$ cat config.mk
export PLATFORM = sky130hd
export DESIGN_NAME = grid_cell_lightmap_tile_select_core
export DESIGN_NICKNAME = d
export VERILOG_FILES = /design/src/gclts_pkg.sv /design/src/gclts_face_pipe.sv /design/src/grid_cell_lightmap_tile_select_core.sv
export SDC_FILE = /design/constraint.sdc
export NUM_CORES = 1
export LEC_CHECK = 0
export BUFFER_PORTS_ARGS = -buffer_cell sky130_fd_sc_hd__buf_2
export CAP_MARGIN = 20
export CORE_UTILIZATION = 40
export CTS_BUF_LIST = sky130_fd_sc_hd__clkbuf_8
export CTS_CLUSTER_DIAMETER = 30
export DETAILED_ROUTE_END_ITERATION = 7
export SYNTH_ARGS = -nofsm -noshare
export SYNTH_HDL_FRONTEND = slang
export SYNTH_SLANG_ARGS = --single-unit
export TNS_END_PERCENT = 100
$ cat constraint.sdc
create_clock -name clock -period 2.9 [get_ports clock]
set_input_delay 0.87 -clock clock [delete_from_list [all_inputs] [get_ports clock]]
set_output_delay 0.87 -clock clock [all_outputs]
set_load 0.02 [all_outputs]
$ cat src/gclts_pkg.sv
// shared types, constants and tile lookup for the lightmap tile select block
package gclts_pkg;

   localparam int CELL_W   = 14;
   localparam int MASK_W   = 8;
   localparam int TILE_W   = 7;
   localparam int FACE_CNT = 6;

   typedef logic [CELL_W-1:0]        cell_type;
   typedef logic [MASK_W-1:0]        mask_type;
   typedef logic signed [TILE_W-1:0] tile_type;

   // stage advance enables handed to each face lane
   typedef struct packed {
      logic mid;
      logic out;
   } adv_type;

   // face order, also the order of the result fields
   localparam int FACE_FLOOR = 0;
   localparam int FACE_CEIL  = 1;
   localparam int FACE_NORTH = 2;
   localparam int FACE_SOUTH = 3;
   localparam int FACE_WEST  = 4;
   localparam int FACE_EAST  = 5;

   // descriptor bit positions
   localparam int BIT_VALID  = 0;
   localparam int BIT_FLOOR  = 1;
   localparam int BIT_CEIL   = 2;
   localparam int BIT_WALL   = 3;
   localparam int BIT_DOOR   = 7;
   localparam int BIT_STAIRS = 11;
   localparam int BIT_ORIENT = 12;

   // directions
   localparam logic [1:0] DIR_N = 2'd0;
   localparam logic [1:0] DIR_S = 2'd1;
   localparam logic [1:0] DIR_W = 2'd2;
   localparam logic [1:0] DIR_E = 2'd3;

   // stairs orientation facing the cell from each side
   localparam logic [1:0] ORIENT_FROM_N = 2'd0;
   localparam logic [1:0] ORIENT_FROM_S = 2'd2;
   localparam logic [1:0] ORIENT_FROM_W = 2'd1;
   localparam logic [1:0] ORIENT_FROM_E = 2'd3;

   // mask bits: edges then corners
   localparam mask_type M_N  = 8'h01;
   localparam mask_type M_S  = 8'h02;
   localparam mask_type M_W  = 8'h04;
   localparam mask_type M_E  = 8'h08;
   localparam mask_type M_NW = 8'h10;
   localparam mask_type M_NE = 8'h20;
   localparam mask_type M_SW = 8'h40;
   localparam mask_type M_SE = 8'h80;

   localparam tile_type TILE_NONE = 7'h7F;

   // wall or door in a direction, no validity check
   function automatic logic blk(input cell_type d, input logic [1:0] dir);
      blk = d[BIT_WALL + int'(dir)] | d[BIT_DOOR + int'(dir)];
   endfunction

   function automatic logic nblk(input cell_type d, input logic [1:0] dir);
      nblk = d[BIT_VALID] & blk(d, dir);
   endfunction

   function automatic logic nfloor(input cell_type d);
      nfloor = d[BIT_VALID] & d[BIT_FLOOR];
   endfunction

   function automatic logic nceil(input cell_type d);
      nceil = d[BIT_VALID] & d[BIT_CEIL];
   endfunction

   function automatic logic nstairs(input cell_type d, input logic [1:0] orient);
      nstairs = d[BIT_VALID] & d[BIT_STAIRS] & (d[BIT_ORIENT+1:BIT_ORIENT] == orient);
   endfunction

   // pack edge and corner flags into a raw mask
   function automatic mask_type pack_mask(input logic n, input logic s, input logic w,
                                          input logic e, input logic nw, input logic ne,
                                          input logic sw, input logic se);
      pack_mask = {se, sw, ne, nw, e, w, s, n};
   endfunction

   // cleaned mask to tile index
   function automatic tile_type tile_lookup(input mask_type m);
      tile_type t;
      unique case (m)
         M_N | M_W | M_E:               t = 7'd0;
         M_W | M_E:                     t = 7'd1;
         M_S | M_W | M_E:               t = 7'd2;
         M_N | M_S | M_W:               t = 7'd3;
         M_N | M_S:                     t = 7'd4;
         M_N | M_S | M_E:               t = 7'd5;
         M_N | M_W:                     t = 7'd6;
         M_N:                           t = 7'd7;
         M_N | M_E:                     t = 7'd8;
         M_W:                           t = 7'd9;
         M_E:                           t = 7'd10;
         M_S | M_W:                     t = 7'd11;
         M_S:                           t = 7'd12;
         M_S | M_E:                     t = 7'd13;
         M_N | M_S | M_W | M_E:         t = 7'd14;
         M_W | M_NE | M_SE:             t = 7'd15;
         M_N | M_SW | M_SE:             t = 7'd16;
         M_E | M_NW | M_SW:             t = 7'd17;
         M_S | M_NW | M_NE:             t = 7'd18;
         M_NW | M_NE | M_SW | M_SE:     t = 7'd19;
         M_W | M_NE:                    t = 7'd20;
         M_N | M_SE:                    t = 7'd21;
         M_E | M_SW:                    t = 7'd22;
         M_S | M_NW:                    t = 7'd23;
         M_NE:                          t = 7'd24;
         M_W | M_SE:                    t = 7'd25;
         M_N | M_SW:                    t = 7'd26;
         M_E | M_NW:                    t = 7'd27;
         M_S | M_NE:                    t = 7'd28;
         M_SE:                          t = 7'd29;
         M_NE | M_SE:                   t = 7'd30;
         M_SW | M_SE:                   t = 7'd31;
         M_NW | M_SW:                   t = 7'd32;
         M_NW | M_NE:                   t = 7'd33;
         M_SW:                          t = 7'd34;
         M_NW:                          t = 7'd35;
         M_N | M_W | M_SE:              t = 7'd36;
         M_N | M_E | M_SW:              t = 7'd37;
         M_S | M_E | M_NW:              t = 7'd38;
         M_S | M_W | M_NE:              t = 7'd39;
         M_NW | M_NE | M_SW:            t = 7'd40;
         M_NW | M_NE | M_SE:            t = 7'd41;
         M_NE | M_SW | M_SE:            t = 7'd42;
         M_NW | M_SW | M_SE:            t = 7'd43;
         M_NE | M_SW:                   t = 7'd44;
         M_NW | M_SE:                   t = 7'd45;
         default:                       t = TILE_NONE;
      endcase
      tile_lookup = t;
   endfunction

endpackage

$ cat src/gclts_face_pipe.sv
// one face lane: corner cleanup stage, then tile lookup stage
module gclts_face_pipe (
   input  logic                clock,
   input  gclts_pkg::adv_type  adv,
   input  logic                face_present,
   input  gclts_pkg::mask_type raw_mask,
   output gclts_pkg::tile_type tile
);

   gclts_pkg::mask_type clean_in, clean_ff;
   logic                present_ff;
   gclts_pkg::tile_type tile_in, tile_ff;

   // drop a corner when either adjacent edge is set
   always_comb begin
      clean_in      = raw_mask;
      clean_in[4]   = raw_mask[4] & ~raw_mask[0] & ~raw_mask[2];
      clean_in[5]   = raw_mask[5] & ~raw_mask[0] & ~raw_mask[3];
      clean_in[6]   = raw_mask[6] & ~raw_mask[1] & ~raw_mask[2];
      clean_in[7]   = raw_mask[7] & ~raw_mask[1] & ~raw_mask[3];
   end

   assign tile_in = present_ff ? gclts_pkg::tile_lookup(clean_ff) : gclts_pkg::TILE_NONE;

   always_ff @(posedge clock) begin
      if (adv.mid) begin
         clean_ff   <= clean_in;
         present_ff <= face_present;
      end
      if (adv.out) begin
         tile_ff <= tile_in;
      end
   end

   assign tile = tile_ff;

endmodule

$ cat src/grid_cell_lightmap_tile_select_core.sv
// top level of the voxel cell lightmap tile select pipeline
//
// usage
//   req channel: one item per cell, the descriptors of the cell and its six
//   neighbors packed in req_tdata (14 bits each, center first)
//   rsp channel: one item per request, six signed 7-bit tile indices
//   (floor, ceiling, north, south, west, east), -1 where the face is absent
//   or its occlusion mask has no tile
// pipeline
//   stage 1 gathers the raw edge and corner bits of every face
//   stage 2 clears corners next to set edges
//   stage 3 maps each mask through the 46-entry tile table; it is the
//   output register
// rsp_tvalid rises once the item has passed the stage 1, 2 and 3 registers;
// throughput is one item per cycle while rsp_tready stays high;
// a stage takes a new item whenever it is empty or the stage after it moves,
// so bubbles collapse and an item enters while a result still waits
// when rsp_tready is low the full stages hold and req_tready falls once all
// three stages are full; nothing is lost or repeated
// reset clears the stage valid bits; the pipeline is empty after reset
module grid_cell_lightmap_tile_select_core (
   input  logic         clock,
   input  logic         reset,
   // req_tdata, low bit up: center_cell, north_nbr, south_nbr, west_nbr,
   // east_nbr, up_nbr, down_nbr (14 bits each), 6 zero pad bits
   input  logic         req_tvalid,
   output logic         req_tready,
   input  logic [103:0] req_tdata,
   // rsp_tdata, low bit up: floor_tile, ceiling_tile, north_tile,
   // south_tile, west_tile, east_tile (7 bits each, signed), 6 zero pad bits
   output logic         rsp_tvalid,
   input  logic         rsp_tready,
   output logic [47:0]  rsp_tdata
);

   localparam int CW = gclts_pkg::CELL_W;

   gclts_pkg::cell_type c, no, so, we, ea, up, dn;

   assign c  = req_tdata[0*CW +: CW];
   assign no = req_tdata[1*CW +: CW];
   assign so = req_tdata[2*CW +: CW];
   assign we = req_tdata[3*CW +: CW];
   assign ea = req_tdata[4*CW +: CW];
   assign up = req_tdata[5*CW +: CW];
   assign dn = req_tdata[6*CW +: CW];

   // stage valid bits
   logic v1_ff, v2_ff, v3_ff;
   logic adv1, adv2, adv3;

   assign adv3 = ~v3_ff | rsp_tready;
   assign adv2 = ~v2_ff | adv3;
   assign adv1 = ~v1_ff | adv2;

   assign req_tready = adv1;

   always_ff @(posedge clock) begin
      if (reset) begin
         v1_ff <= 1'b0;
         v2_ff <= 1'b0;
         v3_ff <= 1'b0;
      end else begin
         if (adv1) v1_ff <= req_tvalid;
         if (adv2) v2_ff <= v1_ff;
         if (adv3) v3_ff <= v2_ff;
      end
   end

   // stage 1: raw masks and face presence
   gclts_pkg::mask_type raw_in [gclts_pkg::FACE_CNT];
   gclts_pkg::mask_type raw_ff [gclts_pkg::FACE_CNT];
   logic [gclts_pkg::FACE_CNT-1:0] present_in, present_ff;

   logic c_n, c_s, c_w, c_e;
   logic cf, cc;

   always_comb begin
      c_n = gclts_pkg::blk(c, gclts_pkg::DIR_N);
      c_s = gclts_pkg::blk(c, gclts_pkg::DIR_S);
      c_w = gclts_pkg::blk(c, gclts_pkg::DIR_W);
      c_e = gclts_pkg::blk(c, gclts_pkg::DIR_E);
      cf  = c[gclts_pkg::BIT_FLOOR];
      cc  = c[gclts_pkg::BIT_CEIL];

      present_in[gclts_pkg::FACE_FLOOR] = cf;
      present_in[gclts_pkg::FACE_CEIL]  = cc;
      present_in[gclts_pkg::FACE_NORTH] = c[gclts_pkg::BIT_WALL + 0];
      present_in[gclts_pkg::FACE_SOUTH] = c[gclts_pkg::BIT_WALL + 1];
      present_in[gclts_pkg::FACE_WEST]  = c[gclts_pkg::BIT_WALL + 2];
      present_in[gclts_pkg::FACE_EAST]  = c[gclts_pkg::BIT_WALL + 3];

      // floor edges also count stairs that lead onto the cell
      raw_in[gclts_pkg::FACE_FLOOR] = gclts_pkg::pack_mask(
         c_n | gclts_pkg::nstairs(no, gclts_pkg::ORIENT_FROM_N),
         c_s | gclts_pkg::nstairs(so, gclts_pkg::ORIENT_FROM_S),
         c_w | gclts_pkg::nstairs(we, gclts_pkg::ORIENT_FROM_W),
         c_e | gclts_pkg::nstairs(ea, gclts_pkg::ORIENT_FROM_E),
         gclts_pkg::nblk(no, gclts_pkg::DIR_W) | gclts_pkg::nblk(we, gclts_pkg::DIR_N),
         gclts_pkg::nblk(no, gclts_pkg::DIR_E) | gclts_pkg::nblk(ea, gclts_pkg::DIR_N),
         gclts_pkg::nblk(so, gclts_pkg::DIR_W) | gclts_pkg::nblk(we, gclts_pkg::DIR_S),
         gclts_pkg::nblk(so, gclts_pkg::DIR_E) | gclts_pkg::nblk(ea, gclts_pkg::DIR_S));

      // ceiling is seen from below, so west and east swap
      raw_in[gclts_pkg::FACE_CEIL] = gclts_pkg::pack_mask(
         c_n, c_s, c_e, c_w,
         gclts_pkg::nblk(no, gclts_pkg::DIR_E) | gclts_pkg::nblk(ea, gclts_pkg::DIR_N),
         gclts_pkg::nblk(no, gclts_pkg::DIR_W) | gclts_pkg::nblk(we, gclts_pkg::DIR_N),
         gclts_pkg::nblk(so, gclts_pkg::DIR_E) | gclts_pkg::nblk(ea, gclts_pkg::DIR_S),
         gclts_pkg::nblk(so, gclts_pkg::DIR_W) | gclts_pkg::nblk(we, gclts_pkg::DIR_S));

      // walls: top edge is the ceiling, bottom edge the floor
      raw_in[gclts_pkg::FACE_NORTH] = gclts_pkg::pack_mask(
         cc, cf, c_w, c_e,
         gclts_pkg::nblk(up, gclts_pkg::DIR_W) | gclts_pkg::nceil(we),
         gclts_pkg::nblk(up, gclts_pkg::DIR_E) | gclts_pkg::nceil(ea),
         gclts_pkg::nblk(dn, gclts_pkg::DIR_W) | gclts_pkg::nfloor(we),
         gclts_pkg::nblk(dn, gclts_pkg::DIR_E) | gclts_pkg::nfloor(ea));

      raw_in[gclts_pkg::FACE_SOUTH] = gclts_pkg::pack_mask(
         cc, cf, c_e, c_w,
         gclts_pkg::nblk(up, gclts_pkg::DIR_E) | gclts_pkg::nceil(ea),
         gclts_pkg::nblk(up, gclts_pkg::DIR_W) | gclts_pkg::nceil(we),
         gclts_pkg::nblk(dn, gclts_pkg::DIR_E) | gclts_pkg::nfloor(ea),
         gclts_pkg::nblk(dn, gclts_pkg::DIR_W) | gclts_pkg::nfloor(we));

      raw_in[gclts_pkg::FACE_WEST] = gclts_pkg::pack_mask(
         cc, cf, c_s, c_n,
         gclts_pkg::nblk(up, gclts_pkg::DIR_S) | gclts_pkg::nceil(so),
         gclts_pkg::nblk(up, gclts_pkg::DIR_N) | gclts_pkg::nceil(no),
         gclts_pkg::nblk(dn, gclts_pkg::DIR_S) | gclts_pkg::nfloor(so),
         gclts_pkg::nblk(dn, gclts_pkg::DIR_N) | gclts_pkg::nfloor(no));

      raw_in[gclts_pkg::FACE_EAST] = gclts_pkg::pack_mask(
         cc, cf, c_n, c_s,
         gclts_pkg::nblk(up, gclts_pkg::DIR_N) | gclts_pkg::nceil(no),
         gclts_pkg::nblk(up, gclts_pkg::DIR_S) | gclts_pkg::nceil(so),
         gclts_pkg::nblk(dn, gclts_pkg::DIR_N) | gclts_pkg::nfloor(no),
         gclts_pkg::nblk(dn, gclts_pkg::DIR_S) | gclts_pkg::nfloor(so));
   end

   always_ff @(posedge clock) begin
      if (adv1) begin
         raw_ff     <= raw_in;
         present_ff <= present_in;
      end
   end

   // stages 2 and 3: one lane per face
   gclts_pkg::adv_type  lane_adv;
   gclts_pkg::tile_type tile [gclts_pkg::FACE_CNT];

   assign lane_adv.mid = adv2;
   assign lane_adv.out = adv3;

   for (genvar f = 0; f < gclts_pkg::FACE_CNT; f++) begin : g_face
      gclts_face_pipe u_lane (
         .clock        (clock),
         .adv          (lane_adv),
         .face_present (present_ff[f]),
         .raw_mask     (raw_ff[f]),
         .tile         (tile[f])
      );
   end

   assign rsp_tvalid = v3_ff;
   assign rsp_tdata  = {6'd0,
                        tile[gclts_pkg::FACE_EAST],
                        tile[gclts_pkg::FACE_WEST],
                        tile[gclts_pkg::FACE_SOUTH],
                        tile[gclts_pkg::FACE_NORTH],
                        tile[gclts_pkg::FACE_CEIL],
                        tile[gclts_pkg::FACE_FLOOR]};

endmodule

# Word-level counts from Yosys, hierarchy flattened
# Index checks and enable logic that the tools add are counted.
dict set report classes {
  add_sub_neg 0
  n_mul 0
  div_mod_pow 0
  magnitude_cmp 0
  eq_ne 279
  shifts 0
  n_mux 6
  n_bitwise 146
  reduce_logical 1
}
# cell count
set ops {}
lappend ops {{7-bit one-hot mux with 46 select lines} 6}
lappend ops {{8-bit equality test, second input constant} 78}
lappend ops {{8-bit by 4-bit equality test with 1-bit output, second input constant} 48}
lappend ops {{8-bit by 7-bit equality test with 1-bit output, second input constant} 48}
lappend ops {{8-bit by 6-bit equality test with 1-bit output, second input constant} 36}
lappend ops {{8-bit by 3-bit equality test with 1-bit output, second input constant} 24}
lappend ops {{8-bit by 5-bit equality test with 1-bit output, second input constant} 24}
lappend ops {{8-bit by 2-bit equality test with 1-bit output, second input constant} 12}
lappend ops {{1-bit AND} 80}
lappend ops {{8-bit by 1-bit equality test with 1-bit output, second input constant} 6}
lappend ops {{1-bit bitwise OR} 39}
lappend ops {{1-bit NOT} 27}
lappend ops {{2-bit equality test, second input constant} 2}
lappend ops {{2-bit by 1-bit equality test with 1-bit output, second input constant} 1}
lappend ops {{2-bit logical NOT} 1}
dict set report word_totals {
  ff_bits 153
  latch_bits 0
  ramBits 0
  mem_bits_ro 0
  inputBits 108
  output_inout_bits 50
  mem_count 0
}

# Logic depth before layout (Yosys ltp)
# Gate-level depths: netlist (run 1).
dict set report depth {
  depth_word 4
  mapped_depth 11
  mapped_depth_nobuf 6
}

# Modules after synthesis
# A second synthesis (run 1) with hierarchy kept.
dict set report hier_totals {
  hier_cells 1040
  hier_area_um2 9554.2
}
# mod instances cells_per_inst area_per_inst_um2
set by_module_without_submodules {}
lappend by_module_without_submodules {gclts_face_pipe 6 158 1396.3}
lappend by_module_without_submodules {grid_cell_lightmap_tile_select_core 1 92 1176.1}

# Worst setup path before layout (run 1)
# OpenSTA, ideal clock, no wires.
dict set report synth_timing {
  path_kind {input to output}
  startpoint {in rsp_tready}
  endpoint {out req_tready}
  t_arrival_ns 1.798
  slack_ns 0.232
  stages 3
  n_path_buf 0
  path_cell_list {nor2b_1 -> and2_1 -> nand2_1}
}
dict set report synth_between {
  elab_chain_cells 3
}
# item line
set synth_lines {}
lappend synth_lines {{start: declaration} grid_cell_lightmap_tile_select_core.sv:32} ;# input logic rsp_tready,
lappend synth_lines {{1-bit bitwise OR} grid_cell_lightmap_tile_select_core.sv:52} ;# assign adv3 = ~v3_ff | rsp_tready;
lappend synth_lines {{1-bit bitwise OR} grid_cell_lightmap_tile_select_core.sv:53} ;# assign adv2 = ~v2_ff | adv3;
lappend synth_lines {{1-bit bitwise OR} grid_cell_lightmap_tile_select_core.sv:54} ;# assign adv1 = ~v1_ff | adv2;
lappend synth_lines {{end: declaration} grid_cell_lightmap_tile_select_core.sv:27} ;# output logic req_tready,
# Every way passes these cells.

==> results.tsv, run 1 <==
stage	metric	value	unit
grt	GRT Overall Usage	0.226	
grt	initial antenna violation count	0	
critical_path	Worst Setup End Kind	flip-flop	
critical_path	Arr. time, crit path	2.99	ns
power_and_ir_drop	combinational share of power	0.234	
cells_and_area	fin nets	1126	
cells_and_area	layout cells sized above 1	0.202	
logic_synthesis	ys async rst share	0	
timing	post-route setup slack	0.147	ns
power_and_ir_drop	Switching Power	1.12	mW
grt	global-route wire length before repair	36300	um
power_and_ir_drop	Lkg Pwr	3.24	nW
power_and_ir_drop	Power Density	386	nW/um^2
clocking	CTS root buffer	clkbuf_8	
floorplanning	DIE AREA	20400	um^2
detailed_routing	max layer used	met4	
cells_and_area	final instance area	9050	um^2
timing	setup tns final	0	ns
logic_synthesis	sequential fraction of the synthesis area	0.378	
run	max-cap check violation count	0	
logic_synthesis	Avg Cell Area, Syn	8.57	um^2
logic_synthesis	Yosys cell types	86	
cells_and_area	antenna cells	0	
grt	global route total overflow	0	
detailed_routing	met3 routed WL	1570	um
place	DP Area	8840	um^2
timing	clock skew	0.0117	ns
detailed_routing	Antenna Nets Post-Route	0	
logic_synthesis	Post-synth EDFFs	98	
clocking	post-CTS sizing	0	
floorplanning	# IOs	158	
critical_path	Crit Path Max Fanout	16	
logic_synthesis	Cell Area, Synth	7950	um^2
power_and_ir_drop	cell-internal power	2.37	mW
critical_path	nature of the critical path startpoint	flip-flop	
power_and_ir_drop	Sequential Power Share	0.517	
timing	Pins Over Slew Limit	0	
grt	pin count of the biggest net entering global routing	51	
detailed_routing	detailed-route DRC error count	0	
timing	Slew HR	0.492	
detailed_routing	Total Routed Length	22700	um
place	hpwl dp	16300	um
timing	Max Clk Rate	363	MHz
status	run status	complete, no violations	
detailed_routing	metal2 WL	10500	um
floorplanning	Die Span Y	143	um
floorplanning	FP Rows	51	
critical_path	crit path cell chain	buf_4, nor2_1, o211ai_1, o41ai_1, a211oi_1, nand4_1, nand3_1	
clocking	CTS H-Tree Depth	3	
clocking	clk slew on worst S/H paths	0.11	ns
place	gpl congestion	0.968	
critical_path	Buf/Inv on CP	1	
critical_path	slowest cell on the critical path	edfxtp_1	
critical_path	Crit path max-delay family	compound AO/OA/AOI/OAI gates	
clocking	CTS tree	built	
clocking	CTS max path bufs	2	
critical_path	Crit Path Category	flip-flop to flip-flop	
timing	Final Critical Period	2.75	ns
detailed_routing	DRT Pass-1 Iters	5	
cells_and_area	Synth-to-Final Area Change	13.9	%
place	I/O Buffers	115	
clocking	Post-CTS Hold Fix Bufs	0	
timing	unrepaired setup endpoints after global routing	no	
floorplanning	Starting Density	0.408	
clocking	Sink Count	101	
min_path	Hold Crit Class	flip-flop to flip-flop	
critical_path	CP Data Required Time	3.13	ns
clocking	TritonCTS Buffers	9	
timing	setup violators final	0	
cells_and_area	commonest non-fill, non-tap cell in the layout	buf_2	
detailed_routing	drt first-iter violations	1013	
cells_and_area	commonest non-fill, non-tap cells in the layout	115 x buf_2, 98 x edfxtp_1, 90 x nand2_1	
timing	final period utilization	0.949	
detailed_routing	DR vias/cell	5.97	
timing	Hold Vio Cnt, Final	0	
clocking	Post-CTS Setup Inserts	0	
power_and_ir_drop	sw frac	0.321	
logic_synthesis	Mapped Cells	927	
place	pre-CTS setup slack	0.263	ns
detailed_routing	Metal-1 WL	10300	um
timing	Worst Tran Pin Value	0.762	ns
power_and_ir_drop	maximum VDD drop	0.000262	V
detailed_routing	WL/cell	17.6	um
detailed_routing	vias	7691	
critical_path	max incr delay on CP	0.67	ns
floorplanning	Die W	143	um
logic_synthesis	number of synthesized register bits	101	
logic_synthesis	Yosys Warn Count	0	
grt	vias in the first global route	6780	
logic_synthesis	top_reg_cell synth	edfxtp_1	
power_and_ir_drop	clock group share of total power	0.249	
clocking	Worst-Skew Late Latency	0.38	ns
floorplanning	Placeable Area	19500	um^2
==> per-stage QoR <==
| step | power (mW) | hold WS, ns | cells | util |
|---|---|---|---|---|
| global route | 3.66 | 0.429 | 1288 | 0.465 |
| floorplan | 2.38 | 0.400 | 932 | - |
| CTS | 3.51 | 0.419 | 1287 | 0.464 |
| detailed placement | 2.65 | 0.405 | 1271 | 0.454 |
| finish | 3.50 | 0.419 | 1288 | 0.465 |
| global placement | 2.65 | 0.404 | 1271 | 0.454 |
==> synth_stat cells, types with 4 or more instances <==
master	number	area (um^2)
o21ai_1	6	30.0
nor4bb_1	21	210
and3_1	12	75.1
a211oi_1	9	67.6
o2111ai_1	5	43.8
buf_1	5	18.8
o22ai_1	11	68.8
a41o_1	4	40.0
a31oi_1	12	75.1
nand4_1	26	163
edfxtp_1	98	2940
clkbuf_1	33	124
and3b_1	6	52.6
a21oi_1	52	260
o21ai_0	52	260
or2_2	5	31.3
nor4b_1	14	123
inv_1	15	56.3
buf_2	33	165
a32oi_1	10	87.6
xnor2_1	4	35.0
nor2_1	65	244
nand3_1	61	305
or4b_1	4	40.0
nor3b_1	23	173
nor2b_1	29	181
buf_4	19	143
nand3b_1	4	30.0
a22oi_1	6	45.0
mux2i_1	4	40.0
xor2_1	9	78.8
nor4_1	9	56.3
and2_1	8	50.1
o32ai_1	6	52.6
nand2_1	90	338
nand2b_1	22	138
o211ai_1	18	135
nor4_2	6	75.1
nor3_1	35	175
==> power by group through the flow <==
stage / registers, mW / logic [mW] / clock network, mW
detailed placement: 1.84 / 0.806 / 0
finish: 1.81 / 0.817 / 0.871
CTS: 1.81 / 0.807 / 0.892
global placement: 1.84 / 0.808 / 0
global route: 1.83 / 0.894 / 0.940
floorplan: 1.90 / 0.481 / 0
==> cell families after synthesis <==
family	after synthesis	synth area share
AND/OR/NAND/NOR	464	0.337
AO/OA/AOI/OAI	233	0.194
buffers and inverters	109	0.0685
flip-flops	101	0.378
XOR/XNOR	13	0.0143
multiplexers	5	0.00646
adder cells (fa/ha/maj)	1	0.00126
other	1	0.000472
==> state kept, by name, indices dropped and copies added, names as in the netlist <==
register                  cells
present_ff                    4
g_face.u_lane.clean_ff       26
v2_ff                         1
rsp_tvalid                    1
raw_ff                       22
g_face.u_lane.present_ff      4
v1_ff                         1
g_face.u_lane.tile           42
==> worst register-to-register path: stages (launching register included) <==
cell and delay (ns):
edfxtp_1 0.67, buf_4 0.30, nor2_1 0.08, o211ai_1 0.13, o41ai_1 0.14, a211oi_1 0.56
nand4_1 0.49, nand3_1 0.23
==> routing by layer <==
metal | vias to the layer above | GRT usage
met5 | - | 0
met2 | 391 | 0.358
li1 | 3725 | -
met4 | 0 | 0.0656
met1 | 3549 | 0.320
met3 | 26 | 0.0305
==> final timing paths <==
check | startpoint | to | slack [ns] | cells after the start
min reg2reg | present_ff[4]$_DFFE_PP_ | g_face[4].u_lane.present_ff$_DFFE_PP_ | 0.42 | 0
min | present_ff[4]$_DFFE_PP_ | g_face[4].u_lane.present_ff$_DFFE_PP_ | 0.42 | 0
max | g_face[2].u_lane.clean_ff[6]$_DFFE_PP_ | g_face[3].u_lane.tile[5]$_SDFFCE_PN1P_ | 0.15 | 7
max reg2reg | g_face[2].u_lane.clean_ff[6]$_DFFE_PP_ | g_face[3].u_lane.tile[5]$_SDFFCE_PN1P_ | 0.15 | 7
==> cell type report <==
type / instances / area, um^2
inverters: 16 / 60.1
well taps: 265 / 332
fillers: 1873 / 10400
clock buffers: 9 / 124
multi-input cells: 722 / 4420
flip-flops and latches: 101 / 3000
clock inverters: 7 / 58.8
repair buffers: 168 / 1060
Note: power is estimated with default switching activity, not from simulation.
==> run 2: changes to the inputs <==
- SYNTH_HIERARCHICAL: default -> 1
- clock period: 2.9 -> 2.2 ns (I/O delays scaled with it)
==> run 2 against run 1 <==
The run now ends with negative setup slack left. Die area increased by 20%. First-iteration DRC count decreased by 24%. Largest cell class unchanged. Final area increased by 53%. Setup slack got worse by 0.20 ns. Final cell count increased by 37%. Sequential cell count increased by 24. Sequential share of layout area decreased by 6.3 points. Fmax increased by 22%. Global-route usage increased by 1.7 points. Critical endpoint is now g_face[2].u_lane/tile[2]$_SDFFCE_PN1P_.
==> results.tsv, run 2 <==
stage	metric	value	unit	change
logic_synthesis	most frequent cells after synthesis	122 x edfxtp_1, 74 x nand2_1, 73 x nor2_1		was 98 x edfxtp_1, 90 x nand2_1, 65 x nor2_1
cells_and_area	Top reg by flops	g_face.u_lane/clean_ff		
floorplanning	DIE AREA	24500	um^2	was 20400 um^2
min_path	Hold Crit Class	input port to flip-flop		was flip-flop to flip-flop
status	run status	complete, but fails checks		was complete, no violations
timing	Worst Tran Pin Value	0.548	ns	was 0.762 ns
grt	vias in the first global route	9270		was 6780
floorplanning	# IOs	158		unchanged
detailed_routing	Antenna Nets Post-Route	0		unchanged
floorplanning	Die Span Y	157	um	was 143 um
power_and_ir_drop	Lkg Pwr	5.73	nW	was 3.24 nW
detailed_routing	Metal-1 WL	13100	um	was 10300 um
grt	initial antenna violation count	0		unchanged
logic_synthesis	share of Yosys cell area claimed by the top area cell type	0.383		was 0.370
floorplanning	Starting Density	0.407		was 0.408
logic_synthesis	Mapped Cells	1040		was 927
cells_and_area	max reg flops	48		was 42
timing	final period utilization	1.03		was 0.949
cells_and_area	antenna cells	0		unchanged
timing	Max Clk Rate	443	MHz	was 363 MHz
floorplanning	Placeable Area	23500	um^2	was 19500 um^2
detailed_routing	Total Routed Length	30600	um	was 22700 um
grt	global-route wire length before repair	46900	um	was 36300 um
place	gpl congestion	0.912		was 0.968
detailed_routing	metal2 WL	15100	um	was 10500 um
critical_path	Crit Path Max Fanout	6		was 16
logic_synthesis	number of synthesized register bits	125		was 101
timing	Min Hold Slack	0.402	ns	was 0.419 ns
critical_path	Most Frequent Cell on Critical Path	nand4_1		
timing	unrepaired setup endpoints after global routing	yes		was no
critical_path	flop2flop setup slack	-0.06	ns	was 0.15 ns
logic_synthesis	Cell Area, Synth	9550	um^2	was 7950 um^2
critical_path	CP Data Required Time	2.50	ns	was 3.13 ns
timing	setup violators final	26		was 0
grt	pin count of the biggest net entering global routing	54		was 51
power_and_ir_drop	maximum VDD drop	0.000393	V	was 0.000262 V
cells_and_area	Synth-to-Final Area Change	45.0	%	was 13.9%
cells_and_area	layout cells sized above 1	0.424		was 0.202
timing	Slew HR	0.635		was 0.492
cells_and_area	fill count	2033		was 1873
clocking	Sink Count	125		was 101
clocking	TritonCTS Buffers	17		was 9
power_and_ir_drop	Power Density	493	nW/um^2	was 386 nW/um^2
critical_path	slowest cell on the critical path	edfxtp_1		unchanged
detailed_routing	WL/cell	17.3	um	was 17.6 um
grt	GRT Overall Usage	0.243		was 0.226
detailed_routing	detailed-route DRC error count	0		unchanged
cells_and_area	final instance area	13900	um^2	was 9050 um^2
floorplanning	FP Rows	56		was 51
status	failing checks	negative setup slack		
place	I/O Buffers	115		unchanged
cells_and_area	non-filler instance count after layout	1768		was 1288
detailed_routing	max layer used	met4		unchanged
timing	post-route setup slack	-0.0555	ns	was 0.147 ns
logic_synthesis	sequential fraction of the synthesis area	0.390		was 0.378
cells_and_area	commonest non-fill, non-tap cell in the layout	buf_4		was buf_2
cells_and_area	commonest non-fill, non-tap cells in the layout	284 x buf_4, 122 x edfxtp_1, 115 x buf_2		was 115 x buf_2, 98 x edfxtp_1, 90 x nand2_1
logic_synthesis	Synth area leader	edfxtp_1		unchanged
logic_synthesis	Area contributors post-synth	edfxtp_1 38%, nand2b_1 4.0%, o21ai_0 3.4%		was edfxtp_1 37%, nand2_1 4.3%, nand3_1 3.8%
detailed_routing	met3 routed WL	1450	um	was 1570 um
timing	clock skew	0.0128	ns	was 0.0117 ns
clocking	Post-CTS Hold Fix Bufs	0		unchanged
detailed_routing	drt first-iter violations	767		was 1013
critical_path	Arr. time, crit path	2.56	ns	was 2.99 ns
place	pre-CTS setup slack	-0.141	ns	was 0.263 ns
logic_synthesis	Post-synth EDFFs	122		was 98
place	hpwl dp	21600	um	was 16300 um
logic_synthesis	Yosys Warn Count	6		was 0
clocking	CTS root buffer	clkbuf_8		unchanged
clocking	Worst-Skew Late Latency	0.45	ns	was 0.38 ns
clocking	CTS tree	built		unchanged
clocking	CTS max path bufs	2		unchanged
logic_synthesis	Yosys cell types	54		was 86
logic_synthesis	ys async rst share	0		unchanged
run	max-cap check violation count	0		unchanged
grt	global route total overflow	0		unchanged
critical_path	nature of the critical path startpoint	flip-flop		unchanged
timing	Pins Over Slew Limit	0		unchanged
logic_synthesis	Avg Cell Area, Syn	9.19	um^2	was 8.57 um^2
place	DP Area	12100	um^2	was 8840 um^2
logic_synthesis	top_reg_cell synth	edfxtp_1		unchanged
timing	Final Critical Period	2.26	ns	was 2.75 ns
clocking	clk slew on worst S/H paths	0.07	ns	was 0.11 ns
critical_path	Worst Setup End Kind	flip-flop		unchanged
cells_and_area	Finished Core Util	0.590		was 0.465
critical_path	crit path cell chain	buf_6, xor2_2, and3_1, nor3_2, nand4_1, buf_4, or4_4, nand4_1		was buf_4, nor2_1, o211ai_1, o41ai_1, a211oi_1, nand4_1, nand3_1
power_and_ir_drop	Power Total	6.83	mW	was 3.50 mW
detailed_routing	vias	9931		was 7691
place	placed cells	1662		was 1271
clocking	CTS H-Tree Depth	4		was 3
cells_and_area	fin nets	1545		was 1126
critical_path	max incr delay on CP	0.53	ns	was 0.67 ns
timing	setup tns final	-0.599	ns	was 0 ns
detailed_routing	DR vias/cell	5.62		was 5.97
logic_synthesis	top-count cell post-synth	edfxtp_1		unchanged
floorplanning	Die W	157	um	was 143 um
detailed_routing	DRT Pass-1 Iters	6		was 5
timing	Hold Vio Cnt, Final	0		unchanged
critical_path	Crit Path Category	flip-flop to flip-flop		unchanged
run 2: worst max-delay path: cells and delay by family (launching register included):
family / cells / cell delay (ns)
XOR/XNOR: 1 / 0.14
AND/OR/NAND/NOR: 5 / 1.07
buffers and inverters: 2 / 0.37
flip-flops: 1 / 0.53
run 2: final timing paths:
check	startpoint	endpoint	cells past startpoint
max	g_face[2].u_lane/clean_ff[6]$_DFFE_PP_	g_face[2].u_lane/tile[2]$_SDFFCE_PN1P_	8
min	req_tdata[1]	raw_ff[25]$_DFFE_PP_	1
max reg2reg	g_face[2].u_lane/clean_ff[6]$_DFFE_PP_	g_face[2].u_lane/tile[2]$_SDFFCE_PN1P_	8
min reg2reg	present_ff[3]$_DFFE_PP_	g_face[3].u_lane/present_ff$_DFFE_PP_	0
run 2: where the power goes:
part           switching, mW  total (mW)  leakage (nW)  internal, mW
Combinational          0.840        1.62          4.22         0.778
Clock                  0.957        2.29         0.226          1.33
Sequential             0.123        2.93          1.28          2.80
run 2: layout make-up:
class | instances | area [um^2] | area share
Inverter | 17 | 63.8 | 0.00461
Multi-Input combinational cell | 819 | 5800 | 0.418
Clock inverter | 14 | 201 | 0.0145
Sequential cell | 125 | 3720 | 0.269
Clock buffer | 17 | 234 | 0.0169
Timing Repair Buffer | 457 | 3440 | 0.248
Tap cell | 319 | 399 | 0.0288
run 2: repair_timing:
action	4_1_cts	5_1_grt
gates resized for setup	53	125
pin swaps	22	57
setup endpoints to repair	33	36
gates cloned	0	1
buffers inserted	37	38
hold endpoints to repair	0	0
run 2: cell families after synthesis:
group                     count (synthesis)  synth area share
and+or+nand+nor                         556             0.356
AOI/OAI and AO/OA                       227             0.165
DFF                                     125             0.390
buffers and inverters                   101            0.0617
xor gates and xnor gates                 30            0.0275
other                                     1          0.000392
run 2: layer usage:
layer  vias up  track usage
met2       359        0.413
li1       4771            -
met4         0       0.0948
met1      4734        0.315
met5         -            0
met3        67       0.0280
